### src/rtl/hrbm_pkg.sv
// Shared types, constants and the popcount function of the Hamming best-match block.
`default_nettype none

package hrbm_pkg;

	localparam int DESC_W   = 256;
	localparam int WORD_W   = 64;
	localparam int DIST_W   = 9;
	localparam int INDEX_W  = 10;
	localparam int LEVEL_W  = 3;
	localparam int LVLC_W   = 4;
	localparam int THRESH_W = 8;
	localparam int RATIO_W  = 9;
	localparam int ADDR_W   = 3;
	localparam int DATA_W   = 32;

	localparam logic [DIST_W-1:0]   DIST_NONE    = 9'd256;
	localparam logic [LVLC_W-1:0]   LVL_NONE     = 4'd15;
	localparam logic [THRESH_W-1:0] THRESH_RESET = 8'd100;
	localparam logic [RATIO_W-1:0]  RATIO_RESET  = 9'd154;

	typedef enum logic {
		REG_THRESHOLD = 1'b0,
		REG_RATIO     = 1'b1
	} reg_idx_t;

	typedef struct packed {
		logic [DIST_W-1:0]  distance;
		logic [LVLC_W-1:0]  lvl;
	} rank_t;

	function automatic logic [DIST_W-1:0] popcount256(input logic [DESC_W-1:0] v);
		logic [DIST_W-1:0] cnt [DESC_W];
		for (int i = 0; i < DESC_W; i++) begin
			cnt[i] = DIST_W'(v[i]);
		end
		// pairwise adder tree
		for (int w = DESC_W / 2; w > 0; w = w >> 1) begin
			for (int i = 0; i < w; i++) begin
				cnt[i] = cnt[2*i] + cnt[2*i+1];
			end
		end
		return cnt[0];
	endfunction

endpackage

`default_nettype wire

### src/rtl/hamming_ratio_best_match.sv
// Top level of the Hamming best-match block with nearest/second-nearest ratio test.
`default_nettype none

// One candidate request is taken every cycle unless the pipeline holds. A request
// passes an input register (descriptor XOR), a popcount register and then the
// running best/second-best update; a group's result enters the output register as
// its last request leaves the update stage. While a result waits at the output,
// the pipeline holds only when the next last request reaches the update stage.
// Registers: distance_threshold at byte address 0, ratio_q8 at byte address 4.
module hamming_ratio_best_match (
	input  wire logic                            clk,
	input  wire logic                            arst_n,
	input  wire logic                            psel,
	input  wire logic                            penable,
	input  wire logic                            pwrite,
	input  wire logic [hrbm_pkg::ADDR_W-1:0]     paddr,
	input  wire logic [hrbm_pkg::DATA_W-1:0]     pwdata,
	output logic      [hrbm_pkg::DATA_W-1:0]     prdata,
	output logic                                 pready,
	input  wire logic                            in_valid,
	output logic                                 in_ready,
	input  wire logic [hrbm_pkg::WORD_W-1:0]     query_word0,
	input  wire logic [hrbm_pkg::WORD_W-1:0]     query_word1,
	input  wire logic [hrbm_pkg::WORD_W-1:0]     query_word2,
	input  wire logic [hrbm_pkg::WORD_W-1:0]     query_word3,
	input  wire logic [hrbm_pkg::WORD_W-1:0]     cand_word0,
	input  wire logic [hrbm_pkg::WORD_W-1:0]     cand_word1,
	input  wire logic [hrbm_pkg::WORD_W-1:0]     cand_word2,
	input  wire logic [hrbm_pkg::WORD_W-1:0]     cand_word3,
	input  wire logic [hrbm_pkg::INDEX_W-1:0]    cand_index,
	input  wire logic [hrbm_pkg::LEVEL_W-1:0]    cand_level,
	input  wire logic                            cand_taken,
	input  wire logic                            group_last,
	output logic                                 out_valid,
	input  wire logic                            out_ready,
	output logic                                 matched,
	output logic      [hrbm_pkg::INDEX_W-1:0]    best_index,
	output logic      [hrbm_pkg::DIST_W-1:0]     best_distance,
	output logic      [hrbm_pkg::DIST_W-1:0]     second_distance
);

	logic [hrbm_pkg::THRESH_W-1:0] distance_threshold_q;
	logic [hrbm_pkg::RATIO_W-1:0]  ratio_q8_q;
	logic                          wr_en;

	assign pready = 1'b1;
	assign wr_en  = psel && penable && pwrite;

	always_ff @(posedge clk or negedge arst_n) begin
		if (!arst_n) begin
			distance_threshold_q <= hrbm_pkg::THRESH_RESET;
			ratio_q8_q           <= hrbm_pkg::RATIO_RESET;
		end else if (wr_en) begin
			case (hrbm_pkg::reg_idx_t'(paddr[2]))
				hrbm_pkg::REG_THRESHOLD: distance_threshold_q <= pwdata[hrbm_pkg::THRESH_W-1:0];
				hrbm_pkg::REG_RATIO:     ratio_q8_q           <= pwdata[hrbm_pkg::RATIO_W-1:0];
				default: ;
			endcase
		end
	end

	always_comb begin
		case (hrbm_pkg::reg_idx_t'(paddr[2]))
			hrbm_pkg::REG_THRESHOLD: prdata = hrbm_pkg::DATA_W'(distance_threshold_q);
			hrbm_pkg::REG_RATIO:     prdata = hrbm_pkg::DATA_W'(ratio_q8_q);
			default:                 prdata = '0;
		endcase
	end

	// pipeline control
	logic v_s1, v_s2, out_valid_q;
	logic s2_stall, s2_fire, s1_move, in_fire;

	logic [hrbm_pkg::DESC_W-1:0]  diff_s1;
	logic [hrbm_pkg::INDEX_W-1:0] idx_s1, idx_s2;
	logic [hrbm_pkg::LEVEL_W-1:0] lvl_s1, lvl_s2;
	logic                         taken_s1, taken_s2, last_s1, last_s2;
	logic [hrbm_pkg::DIST_W-1:0]  dist_s2;

	assign s2_stall = v_s2 && last_s2 && out_valid_q && !out_ready;
	assign s2_fire  = v_s2 && !s2_stall;
	assign s1_move  = !s2_stall;
	assign in_ready = !v_s1 || s1_move;
	assign in_fire  = in_valid && in_ready;

	always_ff @(posedge clk or negedge arst_n) begin
		if (!arst_n) begin
			v_s1 <= 1'b0;
			v_s2 <= 1'b0;
		end else begin
			if (in_ready) begin
				v_s1 <= in_fire;
			end
			if (s1_move) begin
				v_s2 <= v_s1;
			end
		end
	end

	always_ff @(posedge clk) begin
		if (in_fire) begin
			diff_s1  <= {query_word3 ^ cand_word3, query_word2 ^ cand_word2,
			             query_word1 ^ cand_word1, query_word0 ^ cand_word0};
			idx_s1   <= cand_index;
			lvl_s1   <= cand_level;
			taken_s1 <= cand_taken;
			last_s1  <= group_last;
		end
		if (s1_move && v_s1) begin
			dist_s2  <= hrbm_pkg::popcount256(diff_s1);
			idx_s2   <= idx_s1;
			lvl_s2   <= lvl_s1;
			taken_s2 <= taken_s1;
			last_s2  <= last_s1;
		end
	end

	// running best and second-best
	hrbm_pkg::rank_t              best_q, second_q, best_nx, second_nx;
	logic [hrbm_pkg::INDEX_W-1:0] best_idx_q, best_idx_nx;
	hrbm_pkg::rank_t              cand_rank;

	assign cand_rank = '{distance: dist_s2, lvl: hrbm_pkg::LVLC_W'(lvl_s2)};

	always_comb begin
		best_nx     = best_q;
		second_nx   = second_q;
		best_idx_nx = best_idx_q;
		if (!taken_s2) begin
			if (dist_s2 < best_q.distance) begin
				second_nx   = best_q;
				best_nx     = cand_rank;
				best_idx_nx = idx_s2;
			end else if (dist_s2 < second_q.distance) begin
				second_nx = cand_rank;
			end
		end
	end

	always_ff @(posedge clk or negedge arst_n) begin
		if (!arst_n) begin
			best_q     <= '{distance: hrbm_pkg::DIST_NONE, lvl: hrbm_pkg::LVL_NONE};
			second_q   <= '{distance: hrbm_pkg::DIST_NONE, lvl: hrbm_pkg::LVL_NONE};
			best_idx_q <= '0;
		end else if (s2_fire) begin
			if (last_s2) begin
				best_q     <= '{distance: hrbm_pkg::DIST_NONE, lvl: hrbm_pkg::LVL_NONE};
				second_q   <= '{distance: hrbm_pkg::DIST_NONE, lvl: hrbm_pkg::LVL_NONE};
				best_idx_q <= '0;
			end else begin
				best_q     <= best_nx;
				second_q   <= second_nx;
				best_idx_q <= best_idx_nx;
			end
		end
	end

	// result register
	logic [hrbm_pkg::DIST_W-1:0]  res_best_q, res_second_q;
	logic [hrbm_pkg::INDEX_W-1:0] res_idx_q;
	logic                         res_same_lvl_q;
	logic                         res_load;

	assign res_load = s2_fire && last_s2;

	always_ff @(posedge clk or negedge arst_n) begin
		if (!arst_n) begin
			out_valid_q <= 1'b0;
		end else if (res_load) begin
			out_valid_q <= 1'b1;
		end else if (out_ready) begin
			out_valid_q <= 1'b0;
		end
	end

	always_ff @(posedge clk) begin
		if (res_load) begin
			res_best_q     <= best_nx.distance;
			res_second_q   <= second_nx.distance;
			res_idx_q      <= best_idx_nx;
			res_same_lvl_q <= best_nx.lvl == second_nx.lvl;
		end
	end

	logic [hrbm_pkg::DIST_W+hrbm_pkg::RATIO_W-1:0] lhs, rhs;
	logic                                          thresh_ok;

	assign lhs       = {res_best_q, 8'd0} + (hrbm_pkg::DIST_W+hrbm_pkg::RATIO_W)'(0);
	assign rhs       = (hrbm_pkg::DIST_W+hrbm_pkg::RATIO_W)'(ratio_q8_q) *
	                   (hrbm_pkg::DIST_W+hrbm_pkg::RATIO_W)'(res_second_q);
	assign thresh_ok = res_best_q <= hrbm_pkg::DIST_W'(distance_threshold_q);

	assign out_valid       = out_valid_q;
	assign matched         = thresh_ok && !(res_same_lvl_q && (lhs > rhs));
	assign best_index      = res_idx_q;
	assign best_distance   = res_best_q;
	assign second_distance = res_second_q;

`ifndef SYNTHESIS
	a_order: assert property (@(posedge clk) disable iff (!arst_n)
		best_q.distance <= second_q.distance)
		else $error("best distance above second-best");

	a_best_empty: assert property (@(posedge clk) disable iff (!arst_n)
		(best_q.distance == hrbm_pkg::DIST_NONE) |->
		(best_idx_q == '0 && best_q.lvl == hrbm_pkg::LVL_NONE))
		else $error("empty best holds an index or level");

	a_second_empty: assert property (@(posedge clk) disable iff (!arst_n)
		(second_q.distance == hrbm_pkg::DIST_NONE) |-> (second_q.lvl == hrbm_pkg::LVL_NONE))
		else $error("empty second-best holds a level");

	a_clear: assert property (@(posedge clk) disable iff (!arst_n)
		res_load |=> (best_q.distance == hrbm_pkg::DIST_NONE && out_valid_q))
		else $error("group end did not clear state or raise result");

	a_match: assert property (@(posedge clk) disable iff (!arst_n)
		(out_valid_q && matched) |-> (res_best_q != hrbm_pkg::DIST_NONE))
		else $error("match reported with no counted candidate");
`endif

endmodule

`default_nettype wire

### config.mk
export PLATFORM = sky130hd
export DESIGN_NAME = hamming_ratio_best_match
export DESIGN_NICKNAME = d
export VERILOG_FILES = /design/src/rtl/hrbm_pkg.sv /design/src/rtl/hamming_ratio_best_match.sv
export SDC_FILE = /design/constraint.sdc
export NUM_CORES = 1
export LEC_CHECK = 0
export BUFFER_PORTS_ARGS = -buffer_cell sky130_fd_sc_hd__buf_2
export CORE_MARGIN = 2
export CORE_UTILIZATION = 33
export CTS_CLUSTER_SIZE = 20
export DETAILED_ROUTE_END_ITERATION = 8
export GPL_TIMING_DRIVEN = 0
export HOLD_SLACK_MARGIN = 0.02
export REMOVE_ABC_BUFFERS = 1
export SYNTH_ARGS = -nofsm -noshare
export SYNTH_HDL_FRONTEND = slang
export SYNTH_SLANG_ARGS = --single-unit
### constraint.sdc
create_clock -name clk -period 8.7 [get_ports clk]
set_clock_uncertainty 0.2 [all_clocks]
set_input_delay 1.305 -clock clk [delete_from_list [all_inputs] [get_ports clk]]
set_output_delay 1.305 -clock clk [all_outputs]
set_load 0.05 [all_outputs]
# Yosys cells after proc, flatten, opt, wreduce, memory -nomap -nowiden
# Cells that the tools add are included.
# word_totals
register_bits	380
word_cells	322
out_inout_bits	64
in_bits	569
# classes
n_mul	1
muxes	13
reduce_logical	19
magnitude_cmp	4
n_eq_ne	1
n_addsub	255
bitwise	5
# ops
op	n
adder 1 x 1 -> 2 bit	128
bitwise XOR 64 bit	4
adder 2 x 2 -> 3 bit	64
adder 3 x 3 -> 4 bit	32
two-way mux 13 bit	7
adder 4 x 4 -> 5 bit	16
one-hot mux 32 bit (2 select lines)	1
adder 5 x 5 -> 6 bit	8
two-way mux 10 bit	3
adder 6 x 6 -> 7 bit	4
greater-than comparator 17 x 18 -> 1 bit	1
less-than comparator 9 bit	2
multiplier 9 x 9 -> 18 bit	1
adder 7 x 7 -> 8 bit	2
logical AND 1 bit	11
adder 8 x 8 -> 9 bit	1
<= comparator 9 x 8 -> 1 bit	1
equality test 4 bit	1
logical NOT 1 bit	4
AND reduction 2 bit	2
two-way mux 1 bit	2
nonzero test 2 bit	1
logical OR 1 bit	1
inverter 1 bit	1

# Longest topological paths before layout
# Gate-level depths: netlist (run 1).
# depth
word_depth	8
ltp_mapped	28
depth_no_buf	28

# Worst setup path after synthesis (run 1)
# OpenSTA, ideal clock, no wires.
# synth_timing
path_type	input to register
startpoint	input out_ready
endpoint	register diff_s1[0] in the netlist's numbering (enable)
setup_slack_ps	-189
setup_ps	665
n_path_buf	0
path_stages	3
arrival_ps	8024
t_required_ps	7835
cell_sequence	nor2b_1 nand4_1 and2_1
# synth_between
elab_chain_len	5
# synth_lines
element	line_no	source
start, declared	hamming_ratio_best_match.sv:35	input wire logic out_ready,
logical NOT 1 bit	hamming_ratio_best_match.sv:80	assign s2_stall = v_s2 && last_s2 && out_valid_q && !out_ready;
logical AND 1 bit	hamming_ratio_best_match.sv:80	
logical NOT 1 bit	hamming_ratio_best_match.sv:82	assign s1_move = !s2_stall;
logical OR 1 bit	hamming_ratio_best_match.sv:83	assign in_ready = !v_s1 || s1_move;
via in_ready	hamming_ratio_best_match.sv:21	output logic in_ready,
logical AND 1 bit	hamming_ratio_best_match.sv:84	assign in_fire = in_valid && in_ready;
via in_fire	hamming_ratio_best_match.sv:72	logic s2_stall, s2_fire, s1_move, in_fire;
end signal, assigned	hamming_ratio_best_match.sv:102	diff_s1 <= {query_word3 ^ cand_word3, query_word2 ^ cand_word2,
end, declared	hamming_ratio_best_match.sv:74	logic [hrbm_pkg::DESC_W-1:0] diff_s1;
# The timed path passes the listed nets, and every way through them passes these cells.
# A chain may end at the register's enable or synchronous reset.

# Final worst setup path (run 1)
# layout_timing
startpoint	register ratio_q8_q[7] in the netlist's numbering
endpoint	output matched
# layout_between
elab_chain_len	5
# layout_lines
element	line_no	source
start, declared	hamming_ratio_best_match.sv:43	logic [hrbm_pkg::RATIO_W-1:0] ratio_q8_q;
start signal, assigned	hamming_ratio_best_match.sv:52	ratio_q8_q <= hrbm_pkg::RATIO_RESET;
start signal, assigned	hamming_ratio_best_match.sv:56	hrbm_pkg::REG_RATIO: ratio_q8_q <= pwdata[hrbm_pkg::RATIO_W-1:0];
multiplier 9 x 9 -> 18 bit	hamming_ratio_best_match.sv:189	assign rhs = (hrbm_pkg::DIST_W+hrbm_pkg::RATIO_W)'(ratio_q8_q) *
greater-than comparator 17 x 18 -> 1 bit	hamming_ratio_best_match.sv:194	assign matched = thresh_ok && !(res_same_lvl_q && (lhs > rhs));
logical AND 1 bit	hamming_ratio_best_match.sv:194	
logical NOT 1 bit	hamming_ratio_best_match.sv:194	
logical AND 1 bit	hamming_ratio_best_match.sv:194	
end, declared	hamming_ratio_best_match.sv:36	output logic matched,
# Every way passes these cells.

==> impl.org, run 1 <==
** Cells and area
- Of the cells placed in the final design, the portion with a size suffix greater than 1 is 27.3%.
- Summed area of non-filler cells in the final layout :: 0.0308 mm²
- Area Overhead vs Synth :: 21.9%
- In the layout the commonest cells are sky130_fd_sc_hd__buf_2 (581), sky130_fd_sc_hd__inv_1 (472), sky130_fd_sc_hd__edfxtp_1 (324).
- The layout has 7238 filler cells.
- Cells fill 40.6% of the core in the end.
- Commonest non-fill, non-tap cell in the layout :: sky130_fd_sc_hd__buf_2
- Number of nets in the layout :: 3538

** Place
- In this run the tool buffered the top-level ports with 583 buffer cells.
- At the end of routability-driven placement, the weighted congestion stood at 0.877.
- Placed cell areas :: 0.0293 mm²
- Placed wire-length estimate :: 53000 µm

** Timing
- Unrepaired setup endpoints after global routing :: false
- Setup violations remaining at the end of the flow were counted as 0.
- Maximum achievable frequency :: 120 MHz
- Hold is met by 213 ps.
- Worst slew pin tran :: 1190 ps
- Worst slew slack as a fraction of its limit :: 20.5%
- After layout, the worst path uses 95.4% of the clock period.
- Final hold violation count :: 0
- The final count of pins violating max slew is 0.
- The routed design could run at a clock period as short as 8300 ps.

** Global route
- Pin count of the biggest net entering global routing :: 70
- Wire length of the first global-routing pass :: 95900 µm
- The via count of the first global-routing pass was 17690.
- Global routing consumed, over all layers together, 16.1% of the routing resources.
- The initial antenna violation count was 14.
- For this run the aggregate overflow at the end of global routing stands at 0.

** CTS
- The H-tree was split into 2 levels.
- CTS buffer count :: 44
- Clock tree synthesis selected as its root buffer the cell sky130_fd_sc_hd__clkbuf_16.
- The clock passes through at most 3 buffers.
- After clock tree synthesis, the clock-pin slew on the worst setup and hold paths is 60 ps.
- Total of hold buffers inserted after clock tree synthesis :: 0
- CTS tree :: done
- Insertion delay to the later sink of the worst-skew pair :: 580 ps
- Clk sinks :: 380

** Worst setup path
- Worst Setup Start Kind :: flip-flop
- Reg-to-reg critical path startpoint :: diff_s1[59]
- Data on the critical path arrives at its endpoint at 6800 ps.
- Crit path capture type :: output port
- Worst Path Class, Setup :: reg2out
- Along the worst path, the maximum fanout reaches 11.
- Tracing the worst setup path back leads to its startpoint at ratio_q8_q[7].
- STA puts the critical path data required time at 7190 ps.

** Synth
- Synthesis instantiated 62 different standard cells from the library.
- Post-synthesis instance area :: 0.0252 mm²
- Number of enable-type register cells in the synthesized netlist :: 324
- Seq cells post-synth :: 380
- Async set-or-reset flop fraction in the synthesized netlist :: 14.7%
- Most area-hungry cell type in the Yosys netlist :: sky130_fd_sc_hd__edfxtp_1
- Synth Warn # :: 0
- For this run, the leading register cell type out of synthesis is sky130_fd_sc_hd__edfxtp_1.
- Largest cells by area after synthesis :: sky130_fd_sc_hd__edfxtp_1 (39%), sky130_fd_sc_hd__fa_1 (23%), sky130_fd_sc_hd__xor2_1 (9.3%)
- The share of the Yosys chip area taken by registers is 44.2%.
- Share of Yosys cell area claimed by the top area cell type :: 38.5%
- After technology mapping, the gate count stands at 1965.
- Synth Area per Inst :: 12.8 µm²

** Floorplanning
- Width of the die :: 281 µm
- The floorplan step defined a die boundary enclosing 0.0787 mm².
- Once the floorplan was initialized, standard cells occupied 33.3% of the core.
- For this design the top-level I/O count stands at 633.
- The die is 281 µm tall.
- Cell row count :: 101
- Core area :: 0.0758 mm²

** Routing
- First-pass iteration count of the detailed router :: 5
- Dividing the detail-routed via count by the number of cells gives 4.35.
- For this block, the routed nets add up to 62300 µm of wire.
- In this run, the number of DRC markers left after iteration 0 of detailed routing was 644.
- The routed layout has 15599 vias.
- After detailed routing, the number of remaining DRC violations is 0.
- Once detail routing completed, the nets flagged for antenna violations numbered 0.
- Average wire per standard cell :: 17.4 µm

** Outcome
- The run finished with clean final reports.

** Hold path
- Hold wc startpoint :: idx_s1[5]
- Min-delay worst type :: reg2reg

** Job
- Max_cap viols :: 0
## critical path: stages (launching register included)
cell and delay [ps]:
sky130_fd_sc_hd__dfstp_2 670, sky130_fd_sc_hd__nand2_1 120, sky130_fd_sc_hd__fa_1 520, sky130_fd_sc_hd__fa_1 550, sky130_fd_sc_hd__inv_1 50, sky130_fd_sc_hd__fa_1 480
sky130_fd_sc_hd__inv_1 60, sky130_fd_sc_hd__fa_1 530, sky130_fd_sc_hd__inv_1 40, sky130_fd_sc_hd__ha_1 380, sky130_fd_sc_hd__a211oi_4 300, sky130_fd_sc_hd__o211ai_1 180
sky130_fd_sc_hd__a31o_2 300, sky130_fd_sc_hd__nor2b_1 130, sky130_fd_sc_hd__nor3_1 190, sky130_fd_sc_hd__xor2_1 110, sky130_fd_sc_hd__ha_1 290, sky130_fd_sc_hd__nand2_1 80
sky130_fd_sc_hd__a211oi_1 250, sky130_fd_sc_hd__nand4_1 120, sky130_fd_sc_hd__o21ai_0 210, sky130_fd_sc_hd__a21oi_1 80, sky130_fd_sc_hd__a22oi_1 260, sky130_fd_sc_hd__clkbuf_4 310
## registers in the layout, indices dropped and copies added, names as in the netlist, 8 cells and up
signal and flops:
best_idx_q 10, diff_s1 256, idx_s2 10, second_q 13, idx_s1 10, best_q 13, distance_threshold_q 8, dist_s2 9
second_distance 9, best_index 10, best_distance 9, ratio_q8_q 9
## timing repair
| item | 4_1_cts | 5_1_grt |
|---|---|---|
| gates resized for setup | 0 | 3 |
| setup endpoints to repair | 0 | 1 |
| endpoints found under the hold margin | 0 | 0 |
| buffers inserted | 0 | 2 |
## metrics by stage
| step | setup TNS, ps | worst slack, ps | std cells |
|---|---|---|---|
| after detailed placement | 0 | 377 | 3497 |
| after global placement | -690770 | -2630 | 3493 |
| after floorplan | -51250 | -189 | 1932 |
| after CTS | 0 | 59.5 | 3579 |
| final | 0 | 399 | 3586 |
| after global routing | 0 | 0.879 | 3585 |
## Yosys cell counts (all sizes together), types with 7 or more instances
cell and count:
nor3 9, clkbuf 24, edfxtp 324, a21o 7, o21ai 44, nand3 7, dfrtp 39, and2 36
mux2 29, o2bb2ai 8, inv 472, xor2 267, a22oi 9, a22o 17, ha 110, buf 31
dfstp 17, a21oi 24, fa 292, nor2b 10, nand2 87, nor2 23, xnor2 10
## layer usage
| layer | global-route usage [%] | part of all wire, % | up-vias |
|---|---|---|---|
| li1 | - | - | 7365 |
| met1 | 18.4 | 38 | 7707 |
| met2 | 30.1 | 54 | 413 |
| met3 | 2.81 | 4.9 | 110 |
| met4 | 5.48 | 3.4 | 4 |
| met5 | 0 | 0.039 | - |
## worst paths after layout
path                                                end  slack, ps  cells past startpoint
worst max-delay path                            matched        400                     23
worst min-delay path                          idx_s2[5]        210                      0
worst max register to register               dist_s2[8]        560                     26
worst min register to register                idx_s2[5]        210                      0
max in group asynchronous       distance_threshold_q[4]       7120                      1
min in group asynchronous                 best_idx_q[9]        640                      1
## cell type report
class                           instances  area (µm²)  area share [%]
Timing Repair Buffer                  589        3040            9.88
Antenna cell                            5        12.5          0.0407
Sequential cell                       380       11200            36.3
Tap cell                              978        1220            3.98
Inverter                              472        1770            5.76
Clock buffer                           55        1180            3.84
Clock inverter                         27         263           0.854
Multi-Input combinational cell       1080       12100            39.4
## cells by family (layout without fill, tap and decap cells)
group / Yosys count / count (layout) / synth area share [%]
AO/OA/AOI/OAI: 155 / 155 / 4.30
adder cells (fa/ha/maj): 402 / 402 / 28.6
flip-flops: 380 / 380 / 44.2
multiplexers: 29 / 29 / 1.29
buffers and inverters: 527 / 1143 / 8.23
other: 2 / 29 / 0.0298
XOR/XNOR: 277 / 277 / 9.61
AND/OR/NAND/NOR: 193 / 193 / 3.74
Power of run 1 is left out: the tool's default activity adds up to more than one toggle a clock period on the data nets, which glitch-free logic cannot reach.
==> run 2, diff against run 1 <==
--- a/config.mk
+++ b/config.mk
@@ -12,6 +12,7 @@
 export DETAILED_ROUTE_END_ITERATION = 8
 export GPL_TIMING_DRIVEN = 0
 export HOLD_SLACK_MARGIN = 0.02
+export RECOVER_POWER = 100
 export REMOVE_ABC_BUFFERS = 1
 export SYNTH_ARGS = -nofsm -noshare
 export SYNTH_HDL_FRONTEND = slang
==> constraint.sdc (replaced) <==
create_clock -name clk -period 9.8 [get_ports clk]
set_clock_uncertainty 0.2 [all_clocks]
set_input_delay 1.47 -clock clk [delete_from_list [all_inputs] [get_ports clk]]
set_output_delay 1.47 -clock clk [all_outputs]
set_load 0.05 [all_outputs]
==> run 2 against run 1 <==
Effect of this change: the flow now finishes with violations (max-capacitance violations, max-slew violations); die area stayed put; count of clock-buffer cells in the layout unchanged; via count hardly changed; sequential share of layout area rose by 0.32 points; non-clock buffer count down 2; final cell count about the same; sequential cell count did not move; first-iteration DRC count is 3.7% higher; critical path type unchanged; highest routed layer unchanged.
==> impl.org, run 2 (synthesized netlist as in run 1, its figures left out) <==
** CTS
- After clock tree synthesis, the repair step resized 0 gates.
- Clock-pin slew was measured on the worst setup and hold paths at 60 ps.
- Buffers inserted by post-CTS timing repair :: 0
- Clock root buffer :: sky130_fd_sc_hd__clkbuf_16
- The clock tree synthesis step divided the H-tree into 2 levels.
- Maximum count of clock buffers along a single path :: 3
- Buffers inserted during clock tree synthesis total 44.
- Hold repair after CTS inserted 0 buffers.
- Clk sinks :: 380
- TritonCTS built the clock tree.
- Clock latency on the worst-skew pair, taken at its later pin, is 580 ps.

** Global route
- After global routing, the most crowded layer is met2.
- GR Layer Usage met2 :: 30.1%
- Number of global-route vias before repair :: 17690
- Overall overflow remaining after global route :: 0
- Pin count of the biggest net entering global routing :: 70
- Global routing used 16.1% of the available tracks across all layers.
- The initial antenna violation count came to 13.
- The first global-routing pass estimated 95900 µm of wire.
- Fraction of met1 tracks used by global routing :: 18.4%
- For met3 alone, demand over resource in global routing was 2.81%.

** Timing
- Post-route clock period utilization :: 91.2%
- For the pin with the worst max-slew slack, the measured transition is 3640 ps.
- Maximum achievable frequency :: 112 MHz
- Headroom to the max-slew limit came out at -142%.
- Final hold violation count :: 0
- The worst path in the final design needs a cycle of 8940 ps, including I/O delays and setup.
- Setup violations remaining at the end of the flow were counted as 0.
- Unrepaired setup endpoints after global routing :: false
- Max Transition Viols Final :: 395

** Hold path
- The path with the worst hold slack has its endpoint at idx_s2[5].
- In this run the most critical hold path is launched from idx_s1[5].
- Number of stages on the worst hold path :: 0
- Min-delay worst type :: reg2reg

** Cells and area
- The register with the most flip-flops in the layout has 256 of them.
- For this run, the number of standard cells in the final layout without fillers is 3584.
- Number of nets in the layout :: 3536
- Commonest non-fill, non-tap cell in the layout :: sky130_fd_sc_hd__inv_1
- In the final layout, the share of cells above drive strength 1 is 22.3%.
- Top library cells by usage in the layout, fill and taps aside :: sky130_fd_sc_hd__inv_1 (472), sky130_fd_sc_hd__buf_2 (466), sky130_fd_sc_hd__edfxtp_1 (324)
- Largest register by flop count :: diff_s1
- Regs by FF count :: diff_s1 (256), best_q (13), second_q (13)
- Area Overhead vs Synth :: 20.8%

** Floorplanning
- Overall die area :: 0.0787 mm²
- Measured along the x axis, the die boundary spans 281 µm.
- Row generation in the floorplan step produced 101 rows.
- Once the floorplan was initialized, standard cells occupied 33.3% of the core.
- Core area :: 0.0758 mm²
- The floorplan step set the die height to 281 µm.
- Top-level port count :: 633

** Worst setup path
- Data arrives at the worst endpoint at 7270 ps.
- The critical path is of the reg2out type.
- R2r endpoint :: dist_s2[8]
- Setup slack on the worst reg-to-reg path comes out at 1660 ps.
- STA classifies the critical path endpoint as an output port.
- Data required, critical path :: 8130 ps
- Worst Reg2Reg Path Length in Cells :: 26
- The worst setup path is launched from a flip-flop.
- Of all nets on the critical path, the largest fanout is 10.
- In this run the critical register-to-register path is launched from diff_s1[59].

** Job
- Max_cap viols :: 10

** Outcome
- The final reports fail on max-capacitance violations, max-slew violations.
- Result of the run :: finished, violations left

** Routing
- First-pass iteration count of the detailed router :: 5
- For this block, the routed nets add up to 62400 µm of wire.
- After detailed routing, the number of remaining DRC violations is 0.
- Antenna viol nets, final :: 0
- DRC violation total after the first TritonRoute iteration :: 668
- Summing over every cut layer, the via total after detailed routing is 15586.
- Average wire per standard cell :: 17.4 µm
- Vias per cell :: 4.35

** Place
- At the end of routability-driven placement, the weighted congestion stood at 0.877.
- After legalization and detailed placement, the total HPWL measured 53000 µm.
- Inst Count DP :: 3497
- The count of buffers added on input and output ports is 583.
-- run 2: per-layer routing --
| layer | vias to the layer above | part of all wire, % |
|---|---|---|
| met5 | - | 0.038 |
| met4 | 4 | 3.2 |
| met3 | 108 | 4.8 |
| met2 | 424 | 54 |
| met1 | 7690 | 38 |
| li1 | 7360 | - |
-- run 2: critical path: stages, from the launching register on --
cell	delay (ps)
sky130_fd_sc_hd__edfxtp_1	570
sky130_fd_sc_hd__and2_1	260
sky130_fd_sc_hd__fa_1	530
sky130_fd_sc_hd__inv_1	50
sky130_fd_sc_hd__fa_1	480
sky130_fd_sc_hd__inv_1	50
sky130_fd_sc_hd__fa_1	480
sky130_fd_sc_hd__inv_1	60
sky130_fd_sc_hd__fa_1	530
sky130_fd_sc_hd__inv_1	50
sky130_fd_sc_hd__ha_1	350
sky130_fd_sc_hd__a211oi_1	450
sky130_fd_sc_hd__o211ai_1	230
sky130_fd_sc_hd__a31o_2	320
sky130_fd_sc_hd__nor2b_1	130
sky130_fd_sc_hd__nor3_1	220
sky130_fd_sc_hd__xor2_1	110
sky130_fd_sc_hd__ha_1	290
sky130_fd_sc_hd__nand2_1	80
sky130_fd_sc_hd__a211oi_1	250
sky130_fd_sc_hd__nand4_1	120
sky130_fd_sc_hd__o21ai_0	210
sky130_fd_sc_hd__a21oi_1	80
sky130_fd_sc_hd__a22oi_1	270
sky130_fd_sc_hd__clkbuf_1	520
-- run 2: worst max-delay path by stage --
| stage | start | slack (ps) | end | cells past startpoint |
|---|---|---|---|---|
| 5_1_grt | second_distance[6] | 410 | matched | 24 |
| 6_report | second_distance[6] | 860 | matched | 24 |
| 3_5_place_dp | diff_s1[59] | 1480 | dist_s2[8] | 26 |
| 3_3_place_gp | out_ready | -1690 | diff_s1[27] | 4 |
| 4_1_cts | second_distance[6] | 990 | matched | 24 |
| 2_1_floorplan | out_ready | 750 | diff_s1[0] | 3 |
-- run 2: through the flow --
| step | utilization, % | TNS [ps] | setup slack, ps | instance area, µm² | hold slack (ps) |
|---|---|---|---|---|---|
| floorplan | - | 0 | 746 | 25000 | 200 |
| global placement | 38.5 | -437380 | -1690 | 29200 | 204 |
| detailed placement | 38.6 | 0 | 1480 | 29300 | 205 |
| CTS | 40.5 | 0 | 994 | 30700 | 217 |
| global route | 40.2 | 0 | 414 | 30500 | 222 |
| finish | 40.2 | 0 | 860 | 30500 | 213 |
-- run 2: layout make-up --
cell class | count | area, µm²
clock buffer | 55 | 1180
tap | 978 | 1220
sequential | 380 | 11200
multi-input combinational | 1080 | 12100
clock inverter | 27 | 263
antenna | 5 | 12.5
inverter | 472 | 1770
fill | 7303 | 45300
timing repair buffer | 587 | 2810
Power of run 2 is left out for the same reason.
